==> src/rtl/sstq_pkg.sv <==
// ----------------------------------------------------------------------------
// sstq_pkg
// Shared types, codes and compare helpers for the sorted sleep timer queue.
// ----------------------------------------------------------------------------
`default_nettype none

package sstq_pkg;

  localparam int MAX_TASKS_DEF = 16;
  localparam logic [31:0] WAKE_NEVER = 32'hFFFF_FFFF;

  localparam logic [1:0] KIND_TICK   = 2'd0;
  localparam logic [1:0] KIND_ADD    = 2'd1;
  localparam logic [1:0] KIND_REMOVE = 2'd2;
  localparam logic [1:0] KIND_RESUME = 2'd3;

  localparam logic [1:0] STATUS_OK       = 2'd0;
  localparam logic [1:0] STATUS_FULL     = 2'd1;
  localparam logic [1:0] STATUS_MISMATCH = 2'd2;

  typedef struct packed {
    logic [1:0]  kind;
    logic [3:0]  task_id;
    logic [31:0] delay_ticks;
    logic [7:0]  priority_req;
  } in_t;

  typedef struct packed {
    logic       resumed_valid;
    logic [3:0] resumed_task;
    logic [1:0] status;
  } out_t;

  typedef struct packed {
    logic [31:0] wake;
    logic [3:0]  task_id;
    logic [7:0]  prio;
    logic        susp;
  } entry_t;

  typedef enum logic [3:0] {
    ST_IDLE,
    ST_FIND_RD,
    ST_FIND_CHK,
    ST_DECIDE,
    ST_SD_RD,
    ST_SD_WR,
    ST_INS_WR,
    ST_SU_RD,
    ST_SU_WR,
    ST_SU_END,
    ST_RES_WR,
    ST_HD_RD,
    ST_HD_CHK,
    ST_DONE
  } state_t;

  function automatic logic diff_pos(input logic [31:0] a, input logic [31:0] b);
    logic [31:0] d;
    d = a - b;
    return (d != 32'd0) && !d[31];
  endfunction

  function automatic logic diff_nonneg(input logic [31:0] a, input logic [31:0] b);
    logic [31:0] d;
    d = a - b;
    return !d[31];
  endfunction

endpackage

`default_nettype wire

==> src/rtl/sstq_engine.sv <==
// ----------------------------------------------------------------------------
// sstq_engine
// Sequencer over the ordered entry memory: search, shift, insert, rotate.
// ----------------------------------------------------------------------------
`default_nettype none

module sstq_engine
  import sstq_pkg::*;
#(
  parameter int MAX_TASKS = MAX_TASKS_DEF
) (
  input  wire logic clk,
  input  wire logic rst,
  input  wire logic in_valid,
  output logic      in_busy,
  input  wire in_t  in_data,
  output logic      res_valid,
  input  wire logic res_take,
  output out_t      res
);

  localparam int AW = $clog2(MAX_TASKS);
  localparam int CW = $clog2(MAX_TASKS + 1);

  entry_t mem [MAX_TASKS];
  entry_t q;

  state_t state, state_next;
  in_t    op;
  logic [CW-1:0] ptr, count, ins_pos;
  logic [AW-1:0] fpos;
  entry_t fent, hd;
  logic found, ins_found, have_stop, rot;
  logic [3:0] stop_id;
  logic [31:0] tick_now, wake_new;

  logic          acc, match, find_stop, head_stop, full, ins_hit;
  logic [AW-1:0] rd_addr, wr_addr;
  logic          we;
  entry_t        wr_data;
  logic [CW:0]   ptr_p2;

  assign acc       = in_valid && !in_busy;
  assign in_busy   = (state != ST_IDLE);
  assign res_valid = (state == ST_DONE);
  assign wake_new  = tick_now + op.delay_ticks;
  assign match     = (q.task_id == op.task_id);
  assign find_stop = (CW'(ptr + 1'b1) == count) || (match && op.kind != KIND_ADD);
  assign head_stop = (have_stop && q.task_id == stop_id) || !diff_nonneg(tick_now, q.wake);
  assign full      = (count == CW'(MAX_TASKS));
  assign ins_hit   = diff_pos(q.wake, wake_new) ||
                     (q.wake == wake_new && q.prio > op.priority_req);
  assign ptr_p2    = {1'b0, ptr} + (CW+1)'(2);

  always_ff @(posedge clk) begin
    if (we) begin
      mem[wr_addr] <= wr_data;
    end
    q <= mem[rd_addr];
  end

  always_comb begin
    state_next = state;
    unique case (state)
      ST_IDLE: begin
        if (acc) begin
          if (in_data.kind == KIND_TICK) begin
            state_next = (count == '0) ? ST_DONE : ST_HD_RD;
          end else begin
            state_next = (count == '0) ? ST_DECIDE : ST_FIND_RD;
          end
        end
      end
      ST_FIND_RD:  state_next = ST_FIND_CHK;
      ST_FIND_CHK: state_next = find_stop ? ST_DECIDE : ST_FIND_RD;
      ST_DECIDE: begin
        priority case (1'b1)
          op.kind == KIND_ADD && (found || full): state_next = ST_DONE;
          op.kind == KIND_ADD:
            state_next = (ins_pos == count) ? ST_INS_WR : ST_SD_RD;
          !found: state_next = ST_DONE;
          op.kind == KIND_REMOVE:
            state_next = (CW'(fpos) + 1'b1 < count) ? ST_SU_RD : ST_SU_END;
          default: state_next = ST_RES_WR;
        endcase
      end
      ST_SD_RD:  state_next = ST_SD_WR;
      ST_SD_WR:  state_next = (CW'(ptr - 1'b1) > ins_pos) ? ST_SD_RD : ST_INS_WR;
      ST_INS_WR: state_next = ST_DONE;
      ST_SU_RD:  state_next = ST_SU_WR;
      ST_SU_WR:  state_next = (ptr_p2 < {1'b0, count}) ? ST_SU_RD : ST_SU_END;
      ST_SU_END: state_next = rot ? ST_HD_RD : ST_DONE;
      ST_RES_WR: state_next = ST_DONE;
      ST_HD_RD:  state_next = ST_HD_CHK;
      ST_HD_CHK: begin
        if (head_stop) begin
          state_next = ST_DONE;
        end else begin
          state_next = (count > CW'(1)) ? ST_SU_RD : ST_SU_END;
        end
      end
      ST_DONE: state_next = res_take ? ST_IDLE : ST_DONE;
      default: state_next = ST_IDLE;
    endcase
  end

  always_comb begin
    rd_addr = ptr[AW-1:0];
    we      = 1'b0;
    wr_addr = ptr[AW-1:0];
    wr_data = q;
    unique case (state)
      ST_SD_RD:  rd_addr = AW'(ptr - 1'b1);
      ST_SU_RD:  rd_addr = AW'(ptr + 1'b1);
      ST_HD_RD:  rd_addr = '0;
      ST_SD_WR, ST_SU_WR: we = 1'b1;
      ST_INS_WR: begin
        we      = 1'b1;
        wr_addr = ins_pos[AW-1:0];
        wr_data = '{wake: wake_new, task_id: op.task_id, prio: op.priority_req, susp: 1'b1};
      end
      ST_SU_END: begin
        we      = rot;
        wr_addr = AW'(count - 1'b1);
        wr_data = '{wake: WAKE_NEVER, task_id: hd.task_id, prio: hd.prio, susp: 1'b0};
      end
      ST_RES_WR: begin
        we      = 1'b1;
        wr_addr = fpos;
        wr_data = '{wake: fent.wake, task_id: fent.task_id, prio: fent.prio, susp: 1'b0};
      end
      default: ;
    endcase
  end

  always_ff @(posedge clk) begin
    if (rst) begin
      state    <= ST_IDLE;
      count    <= '0;
      tick_now <= '0;
    end else begin
      state <= state_next;
      unique case (state)
        ST_IDLE: begin
          if (acc) begin
            op        <= in_data;
            ptr       <= '0;
            found     <= 1'b0;
            ins_found <= 1'b0;
            ins_pos   <= count;
            have_stop <= 1'b0;
            rot       <= 1'b0;
            res       <= '0;
            if (in_data.kind == KIND_TICK) begin
              tick_now <= tick_now + 32'd1;
            end
          end
        end
        ST_FIND_CHK: begin
          if (match) begin
            found <= 1'b1;
            fpos  <= ptr[AW-1:0];
            fent  <= q;
          end
          if (!ins_found && ins_hit) begin
            ins_found <= 1'b1;
            ins_pos   <= ptr;
          end
          ptr <= CW'(ptr + 1'b1);
        end
        ST_DECIDE: begin
          priority case (1'b1)
            op.kind == KIND_ADD && found: res.status <= STATUS_MISMATCH;
            op.kind == KIND_ADD && full:  res.status <= STATUS_FULL;
            op.kind == KIND_ADD:          ptr <= count;
            !found:                       res.status <= STATUS_MISMATCH;
            default:                      ptr <= CW'(fpos);
          endcase
        end
        ST_SD_WR:  ptr <= CW'(ptr - 1'b1);
        ST_INS_WR: count <= CW'(count + 1'b1);
        ST_SU_WR:  ptr <= CW'(ptr + 1'b1);
        ST_SU_END: begin
          if (rot) begin
            if (!have_stop) begin
              have_stop <= 1'b1;
              stop_id   <= hd.task_id;
            end
          end else begin
            count <= CW'(count - 1'b1);
          end
        end
        ST_HD_CHK: begin
          if (!head_stop) begin
            hd  <= q;
            rot <= !q.susp;
            ptr <= '0;
            if (q.susp) begin
              res.resumed_valid <= 1'b1;
              res.resumed_task  <= q.task_id;
            end
          end
        end
        default: ;
      endcase
    end
  end

`ifndef SYNTHESIS
  a_count_bound: assert property (@(posedge clk) disable iff (rst)
    count <= CW'(MAX_TASKS))
    else $error("entry count above capacity");

  a_tick_advance: assert property (@(posedge clk) disable iff (rst)
    acc && in_data.kind == KIND_TICK |=> tick_now == $past(tick_now) + 32'd1)
    else $error("tick counter did not advance");

  a_resume_on_tick: assert property (@(posedge clk) disable iff (rst)
    res_valid && res.resumed_valid |-> op.kind == KIND_TICK && res.status == STATUS_OK)
    else $error("resume reported outside a tick");

  a_add_grows: assert property (@(posedge clk) disable iff (rst)
    state == ST_INS_WR |=> count == $past(count) + CW'(1))
    else $error("insert did not grow the list");
`endif

endmodule

`default_nettype wire

==> src/rtl/sorted_sleep_timer_queue.sv <==
// ----------------------------------------------------------------------------
// sorted_sleep_timer_queue
// Ordered sleep list by wrapping wake tick with priority tiebreak.
// Sequencing: a search reads the list entry by entry and a shift moves
//   entries one by one; an add searches then shifts to open a slot, and a
//   tick takes due heads off the list until one stops the scan.
// Throughput: one word at a time, set by the entry memory sequencer; the
//   next word is taken while a result waits in the output reg.
// Reset: synchronous; list empty and tick counter zero, memory left as is.
// ----------------------------------------------------------------------------
`default_nettype none

module sorted_sleep_timer_queue
  import sstq_pkg::*;
#(
  parameter int MAX_TASKS = MAX_TASKS_DEF
) (
  input  wire logic clk,
  input  wire logic rst,
  input  wire logic in_valid,
  output logic      in_stall,
  input  wire in_t  in_data,
  output logic      out_valid,
  input  wire logic out_stall,
  output out_t      out_data
);

  logic res_valid, res_take;
  out_t res;

  sstq_engine #(.MAX_TASKS(MAX_TASKS)) u_engine (
    .clk       (clk),
    .rst       (rst),
    .in_valid  (in_valid),
    .in_busy   (in_stall),
    .in_data   (in_data),
    .res_valid (res_valid),
    .res_take  (res_take),
    .res       (res)
  );

  assign res_take = res_valid && (!out_valid || !out_stall);

  always_ff @(posedge clk) begin
    if (rst) begin
      out_valid <= 1'b0;
    end else if (res_take) begin
      out_valid <= 1'b1;
      out_data  <= res;
    end else if (!out_stall) begin
      out_valid <= 1'b0;
    end
  end

endmodule

`default_nettype wire

==> config.mk <==
export PLATFORM = sky130hd
export DESIGN_NAME = sorted_sleep_timer_queue
export DESIGN_NICKNAME = d
export VERILOG_FILES = /design/src/rtl/sstq_pkg.sv /design/src/rtl/sstq_engine.sv /design/src/rtl/sorted_sleep_timer_queue.sv
export SDC_FILE = /design/constraint.sdc
export NUM_CORES = 1
export LEC_CHECK = 0
export ABC_CLOCK_PERIOD_IN_PS = 4700
export BUFFER_PORTS_ARGS = -buffer_cell sky130_fd_sc_hd__buf_2
export CAP_MARGIN = 10
export CORE_MARGIN = 1
export CORE_UTILIZATION = 45
export DETAILED_ROUTE_END_ITERATION = 12
export SETUP_SLACK_MARGIN = 0.02
export SLEW_MARGIN = 20
export SYNTH_ARGS = -nofsm -noshare
export SYNTH_HDL_FRONTEND = slang
export SYNTH_HIERARCHICAL = 1
export SYNTH_SLANG_ARGS = --single-unit
==> constraint.sdc <==
create_clock -name clk -period 4.7 [get_ports clk]
set_clock_uncertainty 0.15 [all_clocks]
set_input_delay 0.47 -clock clk [delete_from_list [all_inputs] [get_ports clk]]
set_output_delay 0.47 -clock clk [all_outputs]
set_load 0.02 [all_outputs]
=== Word-level counts from Yosys, hierarchy flattened ===
Memory sizes are Yosys's and may differ from the RTL's. A register that Yosys moved wholly into a read port is not among the register bits.
Cells that the tools add are included.

* Bits in registers: 180
* Bits in latches: 0
* Bits in writable memories: 720
* ROM bits: 0
* Input port bits: 50
* Output and inout port bits: 9
* Memories kept: 1

* Add/subtract/negate cells: 10
* Multipliers: 0
* Divide/modulo/power cells: 0
* Order comparisons: 5
* Equal/unequal tests: 35
* Shifts and indexed selects: 0
* Muxes and demuxes: 56
* Bitwise gates (word level): 3
* Reduce and logical (&&, ||, !) cells: 49

{| class="wikitable"
|+ Memory list
! memory !! depth !! width !! rd ports !! clocked after memory_dff !! write ports !! RTL line !! RTL
|-
| u_engine.mem || 16 || 45 || 1 || 1 || 1 || sstq_engine.sv:25 || <nowiki>entry_t mem [MAX_TASKS];</nowiki>
|}

{| class="wikitable"
|+ Operators by type and width
! kind !! number
|-
| $pmux 45 s3 || 1
|-
| $sub 32x32->32 || 2
|-
| $mux 5 || 11
|-
| $pmux 4 s13 || 1
|-
| $mux 4 || 11
|-
| $add 32x1->32 const B || 1
|-
| $add 32x32->32 || 1
|-
| $eq 32x32->1 || 1
|-
| $reduce_bool 32->1 || 1
|-
| $pmux 5 s2 || 3
|-
| $pmux 5 s5 || 1
|-
| $eq 4x4->1 const B || 6
|-
| $pmux 4 s3 || 2
|-
| $reduce_and 4->1 || 5
|-
| $eq 4x3->1 const B || 4
|-
| $mux 2 || 8
|-
| $ne 2x1->1 const B || 7
|-
| $reduce_and 3->1 || 4
|-
| $add 5x1->5 const B || 2
|-
| $eq 5x5->1 || 2
|-
| $logic_and 1x1->1 || 10
|-
| $pmux 1 s2 || 5
|-
| $reduce_and 5->1 || 2
|-
| $reduce_bool 2->1 || 5
|-
| other kinds (34) || 62
|}

=== Longest topological paths before layout ===
Gate-level depths: netlist (run 1).

* Depth in word-level cells: 8
* Mapped depth: 26

=== By module ===
Netlist (run 1), hierarchy kept.

{| class="wikitable"
|+ Modules (own cells, without submodules)
! module !! instances !! cells an instance !! area each (µm²) !! sequential area each (µm²)
|-
| sstq_engine || 1 || 3408 || 42049.1 || 27276.2
|-
| sorted_sleep_timer_queue || 1 || 12 || 259.0 || 230.2
|}

=== Worst setup path before layout (run 1) ===
No wires, ideal clock.

* Path type: flip-flop to flip-flop
* Start: reg u_engine/op[15] (netlist name)
* End: reg u_engine.ins_found (enable)
* Arrival: 4760 ps
* Data required time: 4246 ps
* Slack: -514 ps
* Cell stages (with the launch flop): 25
* Buffers on the path: 1
* Path through: edfxtp_1 > ha_1 > a21o_1 > nand2_1 > nand2_1 > a221oi_1 > o21ai_0 > a21o_1 > a21o_1 > a21o_1 > a21oi_1 > xor2_1 > ha_1 > buf_2 > a21oi_1 > o21ai_1 > a211oi_1 > o31ai_1 > nor3b_1 > o211ai_1 > a2111o_1 > nor4_2 > a21oi_1 > o21ai_1 > nand3_1

* Cells in the longest elaborated chain, start to end: 8
* Elaborated cells between the ends (all ways): 11
* Those cells by class: 2 x add/sub; 2 x eq/ne; 7 x reduce/logical

{| class="wikitable"
|+ Ends and longest elaborated chain
! what !! RTL line !! RTL
|-
| start: declaration || sstq_engine.sv:29 || <nowiki>in_t op;</nowiki>
|-
| start signal: assignment || sstq_engine.sv:146 || <nowiki>op <= in_data;</nowiki>
|-
| $add 32x32->32 (*) || sstq_engine.sv:46 || <nowiki>assign wake_new = tick_now + op.delay_ticks;</nowiki>
|-
| $sub 32x32->32 || sstq_pkg.sv:60 || <nowiki>d = a - b;</nowiki>
|-
| $reduce_bool 32->1 / $logic_not 1->1 (equally long branches) || sstq_pkg.sv:61 || <nowiki>return (d != 32'd0) && !d[31];</nowiki>
|-
| $logic_and 1x1->1 || sstq_pkg.sv:61 ||
|-
| $logic_or 1x1->1 (*) || sstq_engine.sv:51 || <nowiki>assign ins_hit = diff_pos(q.wake, wake_new) ||</nowiki>
|-
| $logic_and 1x1->1 (*) || sstq_engine.sv:165 || <nowiki>if (!ins_found && ins_hit) begin</nowiki>
|-
| $ne 2x1->1 (no line) (*) || -- ||
|-
| $reduce_and 4->1 (no line) (*) || -- ||
|-
| end signal: assignment || sstq_engine.sv:149 || <nowiki>ins_found <= 1'b0;</nowiki>
|-
| end signal: assignment || sstq_engine.sv:166 || <nowiki>ins_found <= 1'b1;</nowiki>
|-
| end: declaration || sstq_engine.sv:33 || <nowiki>logic found, ins_found, have_stop, rot;</nowiki>
|}

Every way passes the cells marked *; elsewhere a longest branch is shown, timed or not.
A chain may end at the register's enable or synchronous reset.

=== Final worst setup path (run 1) ===
* Start: reg u_engine/op[8] (netlist name)
* End: reg u_engine.ins_found (enable)

Same word-level chain as after synthesis.

==> flow_summary.json, run 1 <==
{
  "hold_path.class": "in2reg",
  "arrival_ps": 5530,
  "synth-async-reset-ratio": 0,
  "max_cap_viol_count": 0,
  "htreeDepth": 3,
  "vias": 29300,
  "drt_wl_total_mm": 114,
  "rows": 112,
  "worst_slack_ps": -601,
  "cts_root_buf": "clkbuf_16",
  "pwr-share-clk": 0.211,
  "critPathMaxFanout": 6,
  "r2r_end": "u_engine/ins_found",
  "fin_util": 0.549,
  "cp_data_required_time_ps": 4930,
  "synthFlopType": "edfxtp_1",
  "grt_use_total": 0.237,
  "r2r_slack_ps": -600,
  "syn_area_um2": 42300,
  "worst_r2r_path_depth": 26,
  "max_slew_margin": 0.399,
  "min_period_ps": 5300,
  "synth_compound_area_frac": 0.145,
  "boundaryPins": 59,
  "comb_power_share": 0.451,
  "min_from": "in_valid",
  "drv_slew": 0,
  "synth-xor-area-share": 0.0210,
  "synth-simple-area-share": 0.118,
  "core_um2": 93200,
  "violations": "negative setup slack",
  "hold_violations": 0,
  "die-area_um2": 95200,
  "ir_drop_mv": 0.413,
  "die_w_um": 309,
  "fin_area_um2": 51200,
  "critPathLaunchType": "flop",
  "timing.rr.start": "u_engine/op[8]",
  "start_util": 0.454,
  "synth.avg_cell_area_um2": 12.4,
  "syn_inst": 3420,
  "power.switching_mw": 14.1,
  "clock-sinks": 945,
  "clock_tree.buffer_depth": 3,
  "synth-edff-count": 858,
  "drc": 0,
  "cp-startpoint": "u_engine/op[8]",
  "grt_pass1_vias": 27900,
  "synth_seq_cells": 945,
  "grt_pass1_wl_mm": 171,
  "fp.dieH_um": 309,
  "dp_hpwl_mm": 70.9,
  "numPortBuffers": 58,
  "cts_buffers": 95,
  "critPathMaxStageDelay_ps": 500,
  "synth.yosys.warnings": 6,
  "grt_overflow": 0,
  "critical_path_class": "reg2reg",
  "rsz0062_at_grt": "yes",
  "first_pass_iters": 7,
  "drt_iter0_drc": 2815,
  "switching_share": 0.390,
  "power_mw": 36.2,
  "power_density_nw_per_um2": 708,
  "placed_area_um2": 47100,
  "hold_depth": 5,
  "num-fill-cells": 7778,
  "p_int_mw": 22.1,
  "setup-violations-final": 6,
  "outcome": "finished with violations",
  "final_cell_mix": "858 x edfxtp_1, 510 x nand2_1, 379 x buf_4",
  "vias_per_cell": 5.67,
  "synth_fa_ha_area_frac": 0.0379,
  "layout-drive-gt1-share": 0.188,
  "p_seq_frac": 0.338,
  "insertion_delay_ps": 670,
  "cp-end-kind": "flop",
  "finalWeightedCongestion": 0.896,
  "p_leak_nw": 18.2,
  "ant_nets": 0,
  "grt_max_degree": 69,
  "min_to": "u_engine/tick_now[0]",
  "timing.final.crit_share": 1.13,
  "tritoncts": "yes",
  "nNetsFinal": 4007,
  "syn_to_final_growth_pct": 20.9,
  "yosysSeqAreaShare": 0.650,
  "fmax_mhz": 189,
  "layout_commonest_cell": "edfxtp_1",
  "clkTransAtPathRegs_ps": 60,
  "synth_fp_nets": 3597,
  "cp_slowest_cell": "o41a_1",
  "worst_pin_slew_ps": 897,
  "antenna_found_initial": 1,
  "muxShareOfSynthArea": 0.00183,
  "ys_types": 84,
  "synth_top_family_by_area": "compound AO/OA/AOI/OAI gates",
  "wl_per_cell_um": 22.0
}
metal layers:
metal	wire length [um]	track usage	part of all wire
met1	52700	0.343	0.46
met2	52200	0.377	0.46
met3	7020	0.0338	0.062
met4	1980	0.0552	0.017
met5	0	0	0
area by class of cell:
class                           instances  area, um2  share of cell area
Antenna cell                            1       2.50           0.0000489
Clock buffer                          124       2600              0.0508
Clock inverter                         56        567              0.0111
Inverter                               81        304             0.00594
Multi-Input combinational cell       2189      14300               0.280
Sequential cell                       945      27500               0.538
Tap cell                             1254       1570              0.0307
Timing Repair Buffer                  518       4280              0.0836
power groups by stage:
stage | Combinational [mW] | Clock [mW] | Sequential (mW)
2_1_floorplan | 9.83 | 0 | 12.0
3_3_place_gp | 15.7 | 0 | 12.4
3_5_place_dp | 15.9 | 0 | 12.4
4_1_cts | 16.1 | 7.79 | 12.2
5_1_grt | 17.9 | 8.10 | 12.3
6_report | 16.3 | 7.65 | 12.3
cells in the mapped netlist (5+ instances only):
library cell / instances / area (um2)
xnor2_1: 44 / 385
and2_0: 21 / 131
nand2_1: 511 / 1920
and2_1: 167 / 1040
edfxtp_1: 858 / 25800
nor2_1: 168 / 631
o21ai_1: 6 / 30.0
inv_1: 81 / 304
or3_1: 14 / 87.6
a22oi_1: 11 / 82.6
nand2b_1: 23 / 144
a311oi_1: 93 / 815
nor3b_1: 6 / 45.0
dfxtp_1: 87 / 1740
nor2b_1: 21 / 131
nand3_1: 38 / 190
a21oi_1: 186 / 931
o21ai_0: 62 / 310
clkbuf_1: 159 / 597
nor3_1: 21 / 105
xor2_1: 55 / 482
buf_1: 16 / 60.1
a222oi_1: 7 / 70.1
nor4_1: 13 / 81.3
o22ai_1: 6 / 37.5
ha_1: 125 / 1560
and3_1: 19 / 119
o21bai_1: 5 / 37.5
a31oi_1: 110 / 688
o21a_1: 14 / 105
a211oi_1: 237 / 1780
o221ai_1: 38 / 333
or2_2: 5 / 31.3
nand4_1: 25 / 156
o211ai_1: 8 / 60.1
a21o_1: 45 / 338
buf_2: 29 / 145
sequential cells by signal, indices dropped and copies added (netlist names), 4 cells and up:
| register | count |
|---|---|
| u_engine/mem | 720 |
| u_engine/op | 46 |
| u_engine/q | 45 |
| u_engine/fent | 44 |
| u_engine/tick_now | 32 |
| u_engine/hd | 12 |
| out_data | 7 |
| u_engine/res | 7 |
| u_engine/count | 5 |
| u_engine/ins_pos | 5 |
| u_engine/ptr | 5 |
| u_engine/fpos | 4 |
| u_engine/state | 4 |
| u_engine/stop_id | 4 |
critical path: cells and delay by family (launching register included):
| kind | cells | cell delay (ps) |
|---|---|---|
| compound gates | 16 | 2860 |
| simple gates | 4 | 490 |
| fa+ha+maj | 3 | 650 |
| buf+inv | 2 | 210 |
| flops | 1 | 410 |
| xor+xnor | 1 | 260 |
per-stage QoR:
step,setup TNS (ps),worst slack (ps),std cells,hold WS (ps)
4_1_cts,-3770,-630,5162,96.1
2_1_floorplan,-495,-82.5,3420,250
3_5_place_dp,-5380,-898,4925,255
3_3_place_gp,-4940,-824,4924,255
6_report,-3590,-601,5168,123
5_1_grt,-5250,-877,5167,131
repair_timing:
item,CTS,global route
hold buffers,47,0
gates resized for setup,31,20
pin swaps,38,27
hold endpoints to repair,47,0
buffers inserted,10,5
endpoints found under the setup margin,6,6
logic make-up after synthesis:
logic type      count (synthesis)
flops                         945
fa+ha+maj                     127
simple gates                 1073
xor+xnor                      100
buf+inv                       286
mux                             7
compound gates                882
how the worst max path moves through the flow:
stage                          end  slack, ps  depth (start not counted)
2_1_floorplan   u_engine/ins_found        -80                         24
3_3_place_gp   u_engine/ins_pos[3]       -820                         24
3_5_place_dp   u_engine/ins_pos[0]       -900                         24
4_1_cts         u_engine/ins_found       -630                         24
5_1_grt        u_engine/ins_pos[0]       -880                         26
6_report        u_engine/ins_found       -600                         26
Power figures use the tool's default switching activity.
==> inputs of run 2 (changes only) <==
--- a/config.mk
+++ b/config.mk
@@ -15,5 +15,4 @@
 export SLEW_MARGIN = 20
 export SYNTH_ARGS = -nofsm -noshare
 export SYNTH_HDL_FRONTEND = slang
-export SYNTH_HIERARCHICAL = 1
 export SYNTH_SLANG_ARGS = --single-unit
==> run 2 against run 1 <==
The run still ends with negative setup slack left. Utilization grew 0.13 points. Critical path depth shrank 1. Hold slack gained 110 ps. First-iteration DRC count shrank 10%. Sequential share of layout area shrank 0.21 points. Critical endpoint is now u_engine.ins_pos[3]. Largest cell class unchanged.
==> flow_summary.json, run 2 <==
{
  "critPathLaunchType": "flop",
  "r2r_slack_ps": -770,
  "fin_area_um2": 51400,
  "synth_top_area_share": 0.607,
  "synth_top_family_by_area": "compound AO/OA/AOI/OAI gates",
  "final_cells": 5185,
  "syn_to_final_growth_pct": 21.1,
  "synth-simple-area-share": 0.115,
  "synth_area_leaders": "edfxtp_1 61%, nand2_1 4.6%, a211oi_1 4.2%",
  "ant_nets": 0,
  "worst_pin_slew_ps": 932,
  "reg.largest.list": "u_engine.mem x720, u_engine.op x46, u_engine.q x45",
  "synth.largest_area_cell": "edfxtp_1",
  "rows": 112,
  "power_mw": 37.2,
  "p_leak_nw": 18.3,
  "boundaryPins": 59,
  "clkTransAtPathRegs_ps": 70,
  "synth.avg_cell_area_um2": 12.3,
  "fp.dieH_um": 309,
  "ys_types": 76,
  "drc": 0,
  "wl_per_cell_um": 21.8,
  "syn_inst": 3442,
  "holdWs_ps": 231,
  "setup-violations-final": 6,
  "htreeDepth": 3,
  "layout-drive-gt1-share": 0.176,
  "rsz0062_at_grt": "yes",
  "violations": "negative setup slack",
  "die-area_um2": 95500,
  "grt_overflow": 0,
  "first_pass_iters": 9,
  "placed_area_um2": 47200,
  "fin_util": 0.550,
  "die_w_um": 309,
  "placed_cells": 4946,
  "core_um2": 93300,
  "cts_buffers": 98,
  "tritoncts": "yes",
  "synth-xor-area-share": 0.0195,
  "worst_slack_ps": -767,
  "clock_tree.buffer_depth": 3,
  "vias_per_cell": 5.64,
  "synth_compound_area_frac": 0.151,
  "min_period_ps": 5470,
  "start_util": 0.454,
  "drt_iter0_drc": 2529,
  "fmax_mhz": 183,
  "yosysSeqAreaShare": 0.649,
  "synth_fp_nets": 3619,
  "nNetsFinal": 4025,
  "yosysMostFrequentCell": "edfxtp_1",
  "critical_path_class": "reg2reg",
  "timing.final.crit_share": 1.16,
  "arrival_ps": 5770,
  "synth.yosys.warnings": 0,
  "synthFlopType": "edfxtp_1",
  "drv_slew": 0,
  "grt_use_total": 0.237,
  "grt_pass1_wl_mm": 171,
  "finalWeightedCongestion": 0.927,
  "cp-end-kind": "flop",
  "largest_reg_flops": 720,
  "layout_commonest_cell": "edfxtp_1",
  "critPathMaxFanout": 6,
  "syn_area_um2": 42400,
  "outcome": "finished with violations",
  "ir_drop_mv": 0.432,
  "hold_violations": 0,
  "synth_fa_ha_area_frac": 0.0378,
  "drt_wl_total_mm": 113,
  "cp_data_required_time_ps": 5000,
  "grt_pass1_vias": 28100,
  "hold_path.class": "in2reg",
  "muxShareOfSynthArea": 0.00260,
  "largest_register": "u_engine.mem",
  "synth_seq_cells": 945,
  "power_density_nw_per_um2": 724,
  "antenna_found_initial": 3,
  "synth-edff-count": 858,
  "numPortBuffers": 58,
  "max_cap_viol_count": 0,
  "synth_commonest_cells": "858 x edfxtp_1, 523 x nand2_1, 235 x a211oi_1",
  "final_cell_mix": "858 x edfxtp_1, 521 x nand2_1, 368 x buf_4",
  "synth-async-reset-ratio": 0,
  "dp_hpwl_mm": 70.4,
  "grt_max_degree": 79,
  "insertion_delay_ps": 690,
  "max_slew_margin": 0.377,
  "clock-sinks": 945,
  "vias": 29300,
  "cts_root_buf": "clkbuf_16"
}
## run 2: per-layer routing
metal	routed length (um)	track usage	vias up
met5	0	0	-
met2	52100	0.375	826
met1	51500	0.338	14400
met4	2450	0.0627	0
li1	-	-	13900
met3	7150	0.0373	158
## run 2: repair_timing
action | in CTS | in global routing
setup endpoints to repair | 6 | 6
gates resized for setup | 27 | 19
endpoints found under the hold margin | 47 | 0
pin swaps | 16 | 7
hold buffers | 47 | 0
setup buffers | 3 | 4
cloned | 0 | 0
## run 2: report_power, final
part           leakage [nW]  switching (mW)  internal (mW)
Combinational          8.16            10.6           6.34
Sequential             8.46           0.663           11.5
Clock                  1.65            3.29           4.87
## run 2: logic make-up (layout without fill, tap and decap cells)
kind of cell / count (synthesis) / after routing
flip-flops: 945 / 945
buffers and inverters: 291 / 779
AND/OR/NAND/NOR: 1038 / 1038
other: 0 / 1
multiplexers: 11 / 11
adder cells (fa/ha/maj): 127 / 127
AO/OA/AOI/OAI: 937 / 937
XOR/XNOR: 93 / 93
## run 2: cell type report
| cell class | instances | area [um2] |
|---|---|---|
| antenna | 1 | 2.50 |
| clock buffer | 130 | 2700 |
| clock inverter | 52 | 716 |
| fill | 7762 | 42000 |
| inverter | 84 | 315 |
| multi-input combinational | 2206 | 14300 |
| sequential | 945 | 27500 |
| tap | 1254 | 1570 |
| timing repair buffer | 513 | 4280 |
## run 2: path summary, 6_finish.rpt
check	from	to	depth (start not counted)
setup reg to reg	u_engine.op[10]	u_engine.ins_pos[3]	25
hold reg to reg	u_engine.res[0]	out_data[0]	0
hold / removal	in_valid	u_engine.op[7]	4
setup / recovery	u_engine.op[10]	u_engine.ins_pos[3]	25
## run 2: critical path: stages (launching register included)
cell and delay [ps]:
edfxtp_1 360, ha_1 350, o21ai_1 190, o211ai_1 120, buf_4 170, a32oi_4 180
a21o_1 220, a21oi_2 80, o21a_1 230, o31ai_4 240, nand2b_1 100, a21oi_2 170
xor2_2 120, ha_4 180, buf_6 110, a211o_1 290, o21bai_1 190, nor2b_2 180
o2111ai_2 100, or4_4 560, nor4_4 220, nand4_1 130, o311ai_1 240, buf_4 160
nand2_2 60, buf_6 140
## run 2: metrics by stage
stage          worst slack (ps)  TNS, ps
2_1_floorplan              -373    -2240
3_3_place_gp              -1250    -7480
3_5_place_dp              -1220    -7330
4_1_cts                    -852    -5100
5_1_grt                   -1020    -6080
6_report                   -767    -4580
